`config.mk`:
```
export PLATFORM = sky130hd
export DESIGN_NAME = rgb_to_hsv_pixel_top
export DESIGN_NICKNAME = d
export VERILOG_FILES = /design/src/rtl/rgbhsv_pkg.sv /design/src/rtl/rgb_to_hsv_pixel_top.sv
export SDC_FILE = /design/constraint.sdc
export NUM_CORES = 2
export LEC_CHECK = 0
export BUFFER_PORTS_ARGS = -buffer_cell sky130_fd_sc_hd__buf_2
export CORE_MARGIN = 10
export CORE_UTILIZATION = 30
export DETAILED_ROUTE_END_ITERATION = 10
export PLACE_DENSITY = 0.43
export SYNTH_ARGS = -nofsm -noshare
export SYNTH_HDL_FRONTEND = slang
export SYNTH_SLANG_ARGS = --single-unit
```
`constraint.sdc`:
```
create_clock -name clk -period 27.2 [get_ports clk]
set_input_delay 8.16 -clock clk [delete_from_list [all_inputs] [get_ports clk]]
set_output_delay 8.16 -clock clk [all_outputs]
set_load 0.02 [all_outputs]
```
`src/rtl/rgbhsv_pkg.sv`:
```
// Shared types and constants for the RGB to HSV pixel converter.
package rgbhsv_pkg;

    localparam int CHAN_W   = 8;   // width of one color channel
    localparam int HUE_W    = 9;   // hue in whole degrees
    localparam int FIX_W    = 15;  // saturation and value, 8 fraction bits
    localparam int HNUM_W   = 17;  // hue dividend, at most 420 * 255
    localparam int SNUM_W   = 23;  // saturation dividend, diff * 25600
    localparam int HUE_Q_W  = 9;   // hue quotient bits, quotient is at most 420
    localparam int SAT_Q_W  = 15;  // saturation quotient bits, at most 25600

    // Input register, setup stage, one stage per quotient bit, output register.
    localparam int NUM_STAGES = SAT_Q_W + 3;

    localparam int IN_DATA_W  = 24;
    localparam int OUT_DATA_W = 40;

    localparam logic [HUE_W-1:0] HUE_WRAP = 9'd360;

    // Which channel holds the maximum, in priority order.
    localparam logic [1:0] SEL_RED   = 2'd0;
    localparam logic [1:0] SEL_GREEN = 2'd1;
    localparam logic [1:0] SEL_BLUE  = 2'd2;

    // Stage after the max/min search.
    typedef struct packed {
        logic [CHAN_W-1:0] mx;
        logic [CHAN_W-1:0] mn;
        logic [1:0]        sel;
        logic [CHAN_W-1:0] p;
        logic [CHAN_W-1:0] q;
    } front_t;

    // Divider stage: partial remainders and quotients for hue and saturation.
    // The hue divides by diff, the saturation by mx.
    typedef struct packed {
        logic               gray;
        logic               black;
        logic [CHAN_W-1:0]  diff;
        logic [CHAN_W-1:0]  mx;
        logic [HNUM_W-1:0]  hrem;
        logic [HUE_Q_W-1:0] hq;
        logic [SNUM_W-1:0]  srem;
        logic [SAT_Q_W-1:0] sq;
        logic [FIX_W-1:0]   val;
    } div_t;

    typedef struct packed {
        logic [FIX_W-1:0] brightness;
        logic [FIX_W-1:0] saturation;
        logic [HUE_W-1:0] hue;
    } result_t;

endpackage

```
`src/rtl/rgb_to_hsv_pixel_top.sv`:
```
// Top level of the RGB to HSV pixel converter, a fully pipelined datapath.
//
// Usage: one pixel enters per transaction on the s_ channel (s_tvalid, s_tready,
// s_tdata with red, green and blue) and one result leaves per transaction on the
// m_ channel (hue, saturation and value in m_tdata). Results come out in order.
// The pipeline holds 18 register stages: one input register, one setup stage
// that forms the dividends, fifteen restoring-division stages (one quotient bit
// each, set by the 15-bit saturation quotient) and one output register. Throughput
// is one pixel per clock while m_tready stays high. Each stage has its own
// valid bit and moves when it is empty or when the stage after it moves, so a
// stall on m_tready holds every full stage and still lets empty stages fill;
// s_tready drops only once the whole pipeline is full. Nothing is lost or
// repeated across a stall. Reset (rst_n low, asynchronous) empties the
// pipeline: all valid bits clear and m_tvalid is low until the first result
// arrives. The block has no configuration and keeps no state between pixels.
module rgb_to_hsv_pixel_top
(
    input  logic                              clk,
    input  logic                              rst_n,
    input  logic                              s_tvalid,
    output logic                              s_tready,
    // Fields from bit 0 up: red[7:0], green[15:8], blue[23:16].
    input  logic [rgbhsv_pkg::IN_DATA_W-1:0]  s_tdata,
    output logic                              m_tvalid,
    input  logic                              m_tready,
    // Fields from bit 0 up: hue[8:0], saturation[23:9], brightness[38:24],
    // bit 39 is zero.
    output logic [rgbhsv_pkg::OUT_DATA_W-1:0] m_tdata
);

    localparam int NS = rgbhsv_pkg::NUM_STAGES;
    localparam int ND = rgbhsv_pkg::SAT_Q_W;

    logic [NS-1:0] v_reg;
    logic [NS:0]   stage_ready;

    // A stage may load when it is empty or when its content moves on.
    assign stage_ready[NS] = m_tready;
    genvar gi;
    generate
        for (gi = 0; gi < NS; gi++)
        begin : g_ready
            assign stage_ready[gi] = !v_reg[gi] || stage_ready[gi+1];
        end
    endgenerate

    always_ff @(posedge clk or negedge rst_n)
    begin
        if (!rst_n)
        begin
            v_reg <= '0;
        end
        else
        begin
            if (stage_ready[0])
            begin
                v_reg[0] <= s_tvalid;
            end
            for (int i = 1; i < NS; i++)
            begin
                if (stage_ready[i])
                begin
                    v_reg[i] <= v_reg[i-1];
                end
            end
        end
    end

    assign s_tready = stage_ready[0];

    // ------------------------------------------------------------------
    // Stage A: max, min and the branch that supplies the hue difference.
    // ------------------------------------------------------------------
    logic [rgbhsv_pkg::CHAN_W-1:0] in_red, in_green, in_blue;
    logic [rgbhsv_pkg::CHAN_W-1:0] rg_max, rg_min;
    rgbhsv_pkg::front_t front_next, front_reg;

    assign in_red   = s_tdata[7:0];
    assign in_green = s_tdata[15:8];
    assign in_blue  = s_tdata[23:16];

    always_comb
    begin
        rg_max = (in_red > in_green) ? in_red : in_green;
        rg_min = (in_red < in_green) ? in_red : in_green;
        front_next.mx = (rg_max > in_blue) ? rg_max : in_blue;
        front_next.mn = (rg_min < in_blue) ? rg_min : in_blue;
        // Ties go to red first, then green.
        priority if (front_next.mx == in_red)
        begin
            front_next.sel = rgbhsv_pkg::SEL_RED;
            front_next.p   = in_green;
            front_next.q   = in_blue;
        end
        else if (front_next.mx == in_green)
        begin
            front_next.sel = rgbhsv_pkg::SEL_GREEN;
            front_next.p   = in_blue;
            front_next.q   = in_red;
        end
        else
        begin
            front_next.sel = rgbhsv_pkg::SEL_BLUE;
            front_next.p   = in_red;
            front_next.q   = in_green;
        end
    end

    always_ff @(posedge clk)
    begin
        if (stage_ready[0])
        begin
            front_reg <= front_next;
        end
    end

    // ------------------------------------------------------------------
    // Stage B: dividends for hue and saturation, and the value, which divides
    // by the constant 255 with the usual add-and-shift identity.
    // ------------------------------------------------------------------
    rgbhsv_pkg::div_t dv_reg  [0:ND];
    rgbhsv_pkg::div_t dv_next [0:ND];

    logic [7:0]  b_diff;
    logic [8:0]  b_dp;
    logic [17:0] b_dpx, b_dx, b_base, b_t60, b_tsum;
    logic [14:0] b_y, b_dy;
    logic [15:0] b_ycorr;

    always_comb
    begin
        b_diff = front_reg.mx - front_reg.mn;
        b_dp   = {1'b0, front_reg.p} - {1'b0, front_reg.q};
        b_dpx  = {{9{b_dp[8]}}, b_dp};
        b_dx   = {10'b0, b_diff};
        // 60 * (p - q), signed, as 64x - 4x.
        b_t60  = (b_dpx << 6) - (b_dpx << 2);
        unique case (front_reg.sel)
            rgbhsv_pkg::SEL_RED:   b_base = (b_dx << 8) + (b_dx << 6) + (b_dx << 5)
                                            + (b_dx << 3);
            rgbhsv_pkg::SEL_GREEN: b_base = (b_dx << 7) - (b_dx << 3);
            default:               b_base = (b_dx << 8) - (b_dx << 4);
        endcase
        // The sum is never negative and stays below 2^17.
        b_tsum = b_t60 + b_base;

        // Value: y = 100 * max, then y + floor(y / 255).
        b_y     = ({7'b0, front_reg.mx} << 6) + ({7'b0, front_reg.mx} << 5)
                  + ({7'b0, front_reg.mx} << 2);
        b_ycorr = {1'b0, b_y} + {9'b0, b_y[14:8]} + 16'd1;
        b_dy    = ({7'b0, b_diff} << 6) + ({7'b0, b_diff} << 5) + ({7'b0, b_diff} << 2);

        dv_next[0].gray  = (b_diff == '0);
        dv_next[0].black = (front_reg.mx == '0);
        dv_next[0].diff  = b_diff;
        dv_next[0].mx    = front_reg.mx;
        dv_next[0].hrem  = b_tsum[rgbhsv_pkg::HNUM_W-1:0];
        dv_next[0].hq    = '0;
        dv_next[0].srem  = {b_dy, 8'b0};
        dv_next[0].sq    = '0;
        dv_next[0].val   = b_y + {7'b0, b_ycorr[15:8]};
    end

    always_ff @(posedge clk)
    begin
        if (stage_ready[1])
        begin
            dv_reg[0] <= dv_next[0];
        end
    end

    // ------------------------------------------------------------------
    // Restoring division, one quotient bit per stage, most significant first.
    // The hue quotient finishes in the first nine stages and then rides along.
    // ------------------------------------------------------------------
    genvar gk;
    generate
        for (gk = 0; gk < ND; gk++)
        begin : g_div
            localparam int SB = ND - 1 - gk;
            logic [rgbhsv_pkg::SNUM_W-1:0] s_sub;

            assign s_sub = {{(rgbhsv_pkg::SNUM_W-rgbhsv_pkg::CHAN_W){1'b0}},
                            dv_reg[gk].mx} << SB;

            if (gk < rgbhsv_pkg::HUE_Q_W)
            begin : g_hue
                localparam int HB = rgbhsv_pkg::HUE_Q_W - 1 - gk;
                logic [rgbhsv_pkg::HNUM_W-1:0] h_sub;

                assign h_sub = {{(rgbhsv_pkg::HNUM_W-rgbhsv_pkg::CHAN_W){1'b0}},
                                dv_reg[gk].diff} << HB;

                always_comb
                begin
                    dv_next[gk+1] = dv_reg[gk];
                    if (dv_reg[gk].srem >= s_sub)
                    begin
                        dv_next[gk+1].srem   = dv_reg[gk].srem - s_sub;
                        dv_next[gk+1].sq[SB] = 1'b1;
                    end
                    if (dv_reg[gk].hrem >= h_sub)
                    begin
                        dv_next[gk+1].hrem   = dv_reg[gk].hrem - h_sub;
                        dv_next[gk+1].hq[HB] = 1'b1;
                    end
                end
            end
            else
            begin : g_sat
                always_comb
                begin
                    dv_next[gk+1] = dv_reg[gk];
                    if (dv_reg[gk].srem >= s_sub)
                    begin
                        dv_next[gk+1].srem   = dv_reg[gk].srem - s_sub;
                        dv_next[gk+1].sq[SB] = 1'b1;
                    end
                end
            end

            always_ff @(posedge clk)
            begin
                if (stage_ready[gk+2])
                begin
                    dv_reg[gk+1] <= dv_next[gk+1];
                end
            end
        end
    endgenerate

    // ------------------------------------------------------------------
    // Output register: wrap the hue into 0..359 and apply the gray and black
    // special cases, where the divisor was zero.
    // ------------------------------------------------------------------
    rgbhsv_pkg::result_t res_next, res_reg;

    always_comb
    begin
        if (dv_reg[ND].gray)
        begin
            res_next.hue = '0;
        end
        else if (dv_reg[ND].hq >= rgbhsv_pkg::HUE_WRAP)
        begin
            res_next.hue = dv_reg[ND].hq - rgbhsv_pkg::HUE_WRAP;
        end
        else
        begin
            res_next.hue = dv_reg[ND].hq;
        end
        res_next.saturation = dv_reg[ND].black ? '0 : dv_reg[ND].sq;
        res_next.brightness = dv_reg[ND].val;
    end

    always_ff @(posedge clk)
    begin
        if (stage_ready[NS-1])
        begin
            res_reg <= res_next;
        end
    end

    assign m_tvalid = v_reg[NS-1];
    assign m_tdata  = {1'b0, res_reg};

`ifndef SYNTHESIS
    // A receiver that is ready can never block the sender.
    a_ready_flow: assert property (@(posedge clk) disable iff (!rst_n)
        m_tready |-> s_tready)
        else $error("s_tready low while m_tready is high");

    // An item in the first stage that may move is found in the second stage.
    a_no_loss: assert property (@(posedge clk) disable iff (!rst_n)
        (v_reg[0] && stage_ready[1]) |=> v_reg[1])
        else $error("item dropped between the first two stages");

    // A black pixel has zero hue and zero saturation.
    a_black: assert property (@(posedge clk) disable iff (!rst_n)
        (m_tvalid && m_tdata[38:24] == '0) |-> (m_tdata[23:0] == '0))
        else $error("black pixel with nonzero hue or saturation");
`endif

endmodule
```
Yosys cells after proc, flatten, opt, wreduce, memory -nomap -nowiden
Memory sizes are Yosys's and may differ from the RTL's.
Index checks and enable logic that the tools add are counted.
{"block": "op_classes", "n_addsub": 41, "n_mul": 0, "div_mod_pow": 0, "order_cmp": 29, "n_eq_ne": 3, "shift": 0, "muxes": 86, "n_bitwise": 0, "reduce_logical": 39}
{"op": "$mux W23", "count": 14}
{"op": "$mux W17", "count": 8}
{"op": "$mux W1", "count": 54}
{"op": "$mux W18", "count": 2}
{"op": "$pmux W17 S2", "count": 1}
{"op": "$mux W8", "count": 4}
{"op": "$sub A15 B11 Y16", "count": 2}
{"op": "$add A14 B13 Y15", "count": 2}
{"op": "$add A15 B10 Y15", "count": 2}
{"op": "$mux W24", "count": 1}
{"op": "$ge A23 B10 Y1", "count": 1}
{"op": "$ge A23 B11 Y1", "count": 1}
{"op": "$ge A23 B12 Y1", "count": 1}
{"op": "$ge A23 B13 Y1", "count": 1}
{"op": "$ge A23 B14 Y1", "count": 1}
{"op": "$ge A23 B15 Y1", "count": 1}
{"op": "$ge A23 B16 Y1", "count": 1}
{"op": "$ge A23 B17 Y1", "count": 1}
{"op": "$ge A23 B18 Y1", "count": 1}
{"op": "$ge A23 B19 Y1", "count": 1}
{"op": "$ge A23 B20 Y1", "count": 1}
{"op": "$ge A23 B21 Y1", "count": 1}
{"op": "$ge A23 B22 Y1", "count": 1}
{"op": "$ge A23 B8 Y1", "count": 1}
{"op": "other kinds (56)", "count": 94}
{"block": "word_totals", "ff_bits": 91, "latch_bits": 0, "ram_bits": 1552, "romBits": 0, "inputBits": 28, "out_inout_bits": 42, "wordCells": 225, "mem_count": 1}
{"memory": "dv_reg", "words": 16, "width": 97, "rd": 16, "rd_ports_with_merged_regs": 0, "wr": 16, "line_no": "rgb_to_hsv_pixel_top.sv:121", "source": "rgbhsv_pkg::div_t dv_reg [0:ND];"}

Depth between registers and ports, before layout
{"block": "logic_depth", "word_depth": 20, "mapped_depth": 29, "mapped_depth_nobuf": 29}

Worst setup path after synthesis
OpenSTA, ideal clock, no wires.
{"block": "synth_path", "kind": "input to output", "from": "input port m_tready", "to": "output port s_tready", "arrival_time_ns": 14.587, "required_ns": 19.040, "path_slack_ns": 4.453, "path_stages": 9, "path_cell_list": "nor2b_1 > nand2_1 > nor2_1 > and2_1 > inv_1 > nor3_1 > nand3_1 > nor2_1 > nand4_1"}
{"block": "synth_via", "elab_chain_cells": 18}
{"element": "start, declared", "line_no": "rgb_to_hsv_pixel_top.sv:25", "source": "input logic m_tready,"}
{"element": "$logic_or A1 B1 Y1 (2 in a row)", "line_no": "rgb_to_hsv_pixel_top.sv:43", "source": "assign stage_ready[gi] = !v_reg[gi] || stage_ready[gi+1];"}
{"element": "net stage_ready[16]", "line_no": "rgb_to_hsv_pixel_top.sv:35", "source": "logic [NS:0] stage_ready;"}
{"element": "$logic_or A1 B1 Y1 (4 in a row)", "line_no": "rgb_to_hsv_pixel_top.sv:43"}
{"element": "net stage_ready[12]", "line_no": "rgb_to_hsv_pixel_top.sv:35"}
{"element": "$logic_or A1 B1 Y1 (8 in a row)", "line_no": "rgb_to_hsv_pixel_top.sv:43"}
{"element": "net stage_ready[4]", "line_no": "rgb_to_hsv_pixel_top.sv:35"}
{"element": "$logic_or A1 B1 Y1 (4 in a row)", "line_no": "rgb_to_hsv_pixel_top.sv:43"}
{"element": "end, declared", "line_no": "rgb_to_hsv_pixel_top.sv:21", "source": "output logic s_tready,"}
The timed path passes the listed nets, and every way through them passes these cells.

Worst setup path after layout
Ends and elaborated chain as after synthesis.

==> results.cfg <==
[clock_network]
clk_pin_slew_ns = 0.06
cts_buffer_depth = 3
cts_root_buf = clkbuf_16
clock_latency_ns = 0.77
post_cts_buffers = 0
cts_tree = done
cts_resized = 0
cts_buffers = 134
holdBufCountCts = 0
cts_sinks = 1138
cts_max_level = 4

[yosys]
synth-edff-count = 1120
synth_flop_cell = edfxtp_1
synthSimpleGateAreaFrac_pct = 9.24
yosysUniqueCellTypes = 89
synth_area_leaders = edfxtp_1 63%, ha_1 7.5%, xnor2_1 3.1%
synthAdderAreaFrac_pct = 8.93
syn_avg_cell_area_sq_um = 13.3
synth-seq-cells = 1138
syn-cell-area_sq_um = 53500
muxShareOfSynthArea_pct = 1.61
async_reset_ff_share_pct = 1.58
synth_xor_area_share_pct = 5.18
ys_seq_area_share_pct = 63.7
synth_top_area_share_pct = 62.9
postSynthCellCount = 4023
synth_top_area_cell = edfxtp_1
synth_nets = 4409
ys_warn_count = 0
synth_top_family_by_area = simple AND/OR/NAND/NOR gates
synth_compound_area_share_pct = 7.95

[route]
totalWireLength_um = 99200
drt_pre_antenna_iters = 5
wire_per_inst_um = 14.9
drc = 0
vias = 29245
routed_via_density = 4.40
first_iter_violations = 1350
postRouteAntennaNets = 0

[timing]
tns_ns = 0
hold_violations = 0
skew_ns = 0.0388
relSlewSlack_pct = 22.6
post-route-period-util_pct = 71.9
fmax_ghz = 0.0511
rsz0062_at_grt = no
final.min_clock_period_ns = 19.55
setup_viol = 0
tightest_slew_ns = 1.16
fin_ws_ns = 7.65
slew_viol_final = 0

[floorplan]
initial_core_util_pct = 30.3
rows = 154
fp.dieW_um = 442
io_pins = 70
core_sq_um = 177000
fp.dieH_um = 442
die_area_sq_um = 196000

[run]
drv_cap = 0

[global_routing]
grt_pass1_vias = 30640
grt_start_max_net_pins = 76
antenna_found_initial = 2
overflow = 0
grt_pass1_wl_um = 164000
grt_usage_pct = 10.2

[finish]
drive_gt1_share_pct = 8.87
nFillCells = 17176
final_common_cell = edfxtp_1
syn_to_final_growth_pct = 14.3
nets = 4585
most-common-layout-cells = 1120 x edfxtp_1, 411 x inv_1, 320 x ha_1, 245 x nand2_1, 238 x nor2_1
largest_reg_flops = 1047

[worst_setup_path]
critPathRequiredTime_ns = 19.04
arrival_ns = 11.39
critical_path_class = input port to output pin
path_max_fanout = 36
startpoint_type = input port
worstSetupEndpointType = output pin

[status]
outcome = complete, no violations

[placed_design]
routabilityCongestion = 0.791
port_buffers = 68
hpwlAfterDp_um = 72300
dp_slack_ns = 7.60

[hold_path]
hp-class = flip-flop to flip-flop
==> synthesized netlist by cell type (15+ instances only) <==
library cell     n
xnor2_1        189
nor2_1         238
nand2_1        250
clkbuf_1        36
mux2i_1         42
nand3b_1        15
o31ai_1         36
xor2_1         117
a211oi_1        16
or2_2           16
fa_1            38
nor4_1          39
o21a_1          26
nor2b_1         87
a21oi_1        179
o21ai_0        222
nor3_1          63
o21bai_1        16
mux2_2          39
inv_1          417
dfrtp_1         18
a21o_1          50
nand2b_1        66
or3_1           27
nand3_1         52
or4_1           16
a21boi_0        54
edfxtp_1      1120
nand4_1         46
ha_1           320
==> layer usage <==
metal	part of all wire (%)	up-vias	global-route usage [%]
met5	0	-	0
met4	2.8	0	3.62
met3	3.3	164	2.15
met2	49	340	17.8
met1	45	13722	12.5
li1	-	15019	-
==> cell type report <==
class                      count  area [sq um]  area share, %
timing repair buffer          89           498          0.815
clock inverter                85           870           1.42
multi-input combinational   2417         17700           28.9
sequential                  1138         34100           55.8
inverter                     419          1570           2.57
tap                         2340          2930           4.79
clock buffer                 159          3490           5.71
antenna                        1          2.50        0.00409
==> path summary, 6_finish.rpt <==
check / startpoint / to / slack [ns] / cells after the start
max reg2reg: dv_next[1535] / dv_reg[0][12] / 20.37 / 29
min: dv_reg[1][152] / dv_reg[1][249] / 0.41 / 0
min in group asynchronous: rst_n / v_reg[3] / 7.39 / 1
min reg2reg: dv_reg[1][152] / dv_reg[1][249] / 0.41 / 0
max: m_tready / s_tready / 7.65 / 12
max in group asynchronous: rst_n / v_reg[11] / 19.43 / 1
==> stage by stage <==
step / instances / util [%] / area [sq um] / hold slack [ns]
after CTS: 6647 / 34.6 / 61100 / 0.405
after detailed placement: 6403 / 32.1 / 56800 / 0.405
after floorplan: 4023 / - / 53500 / 0.400
final: 6648 / 34.6 / 61100 / 0.407
after global routing: 6648 / 34.6 / 61100 / 0.411
after global placement: 6403 / 32.1 / 56800 / 0.401
==> critical path, stage by stage <==
cell	delay (ns)
buf_2	0.12
nor2b_1	0.43
nand2_2	0.10
nor2_1	0.22
and2_1	0.29
inv_2	0.06
nor3_1	0.74
nand3_4	0.14
nor2_1	0.40
nand4_1	0.16
buf_4	0.29
buf_2	0.24
==> logic make-up (layout without fill, tap and decap cells) <==
| family | Yosys count | count (layout) |
|---|---|---|
| AO/OA/AOI/OAI | 687 | 687 |
| XOR/XNOR | 310 | 310 |
| adder cells (fa/ha/maj) | 359 | 359 |
| buffers and inverters | 468 | 752 |
| flip-flops | 1138 | 1138 |
| multiplexers | 81 | 81 |
| other | 1 | 2 |
| AND/OR/NAND/NOR | 979 | 979 |
Power is not shown: default switching activity piles up to over one toggle a cycle in this logic, so the estimate is an artifact.
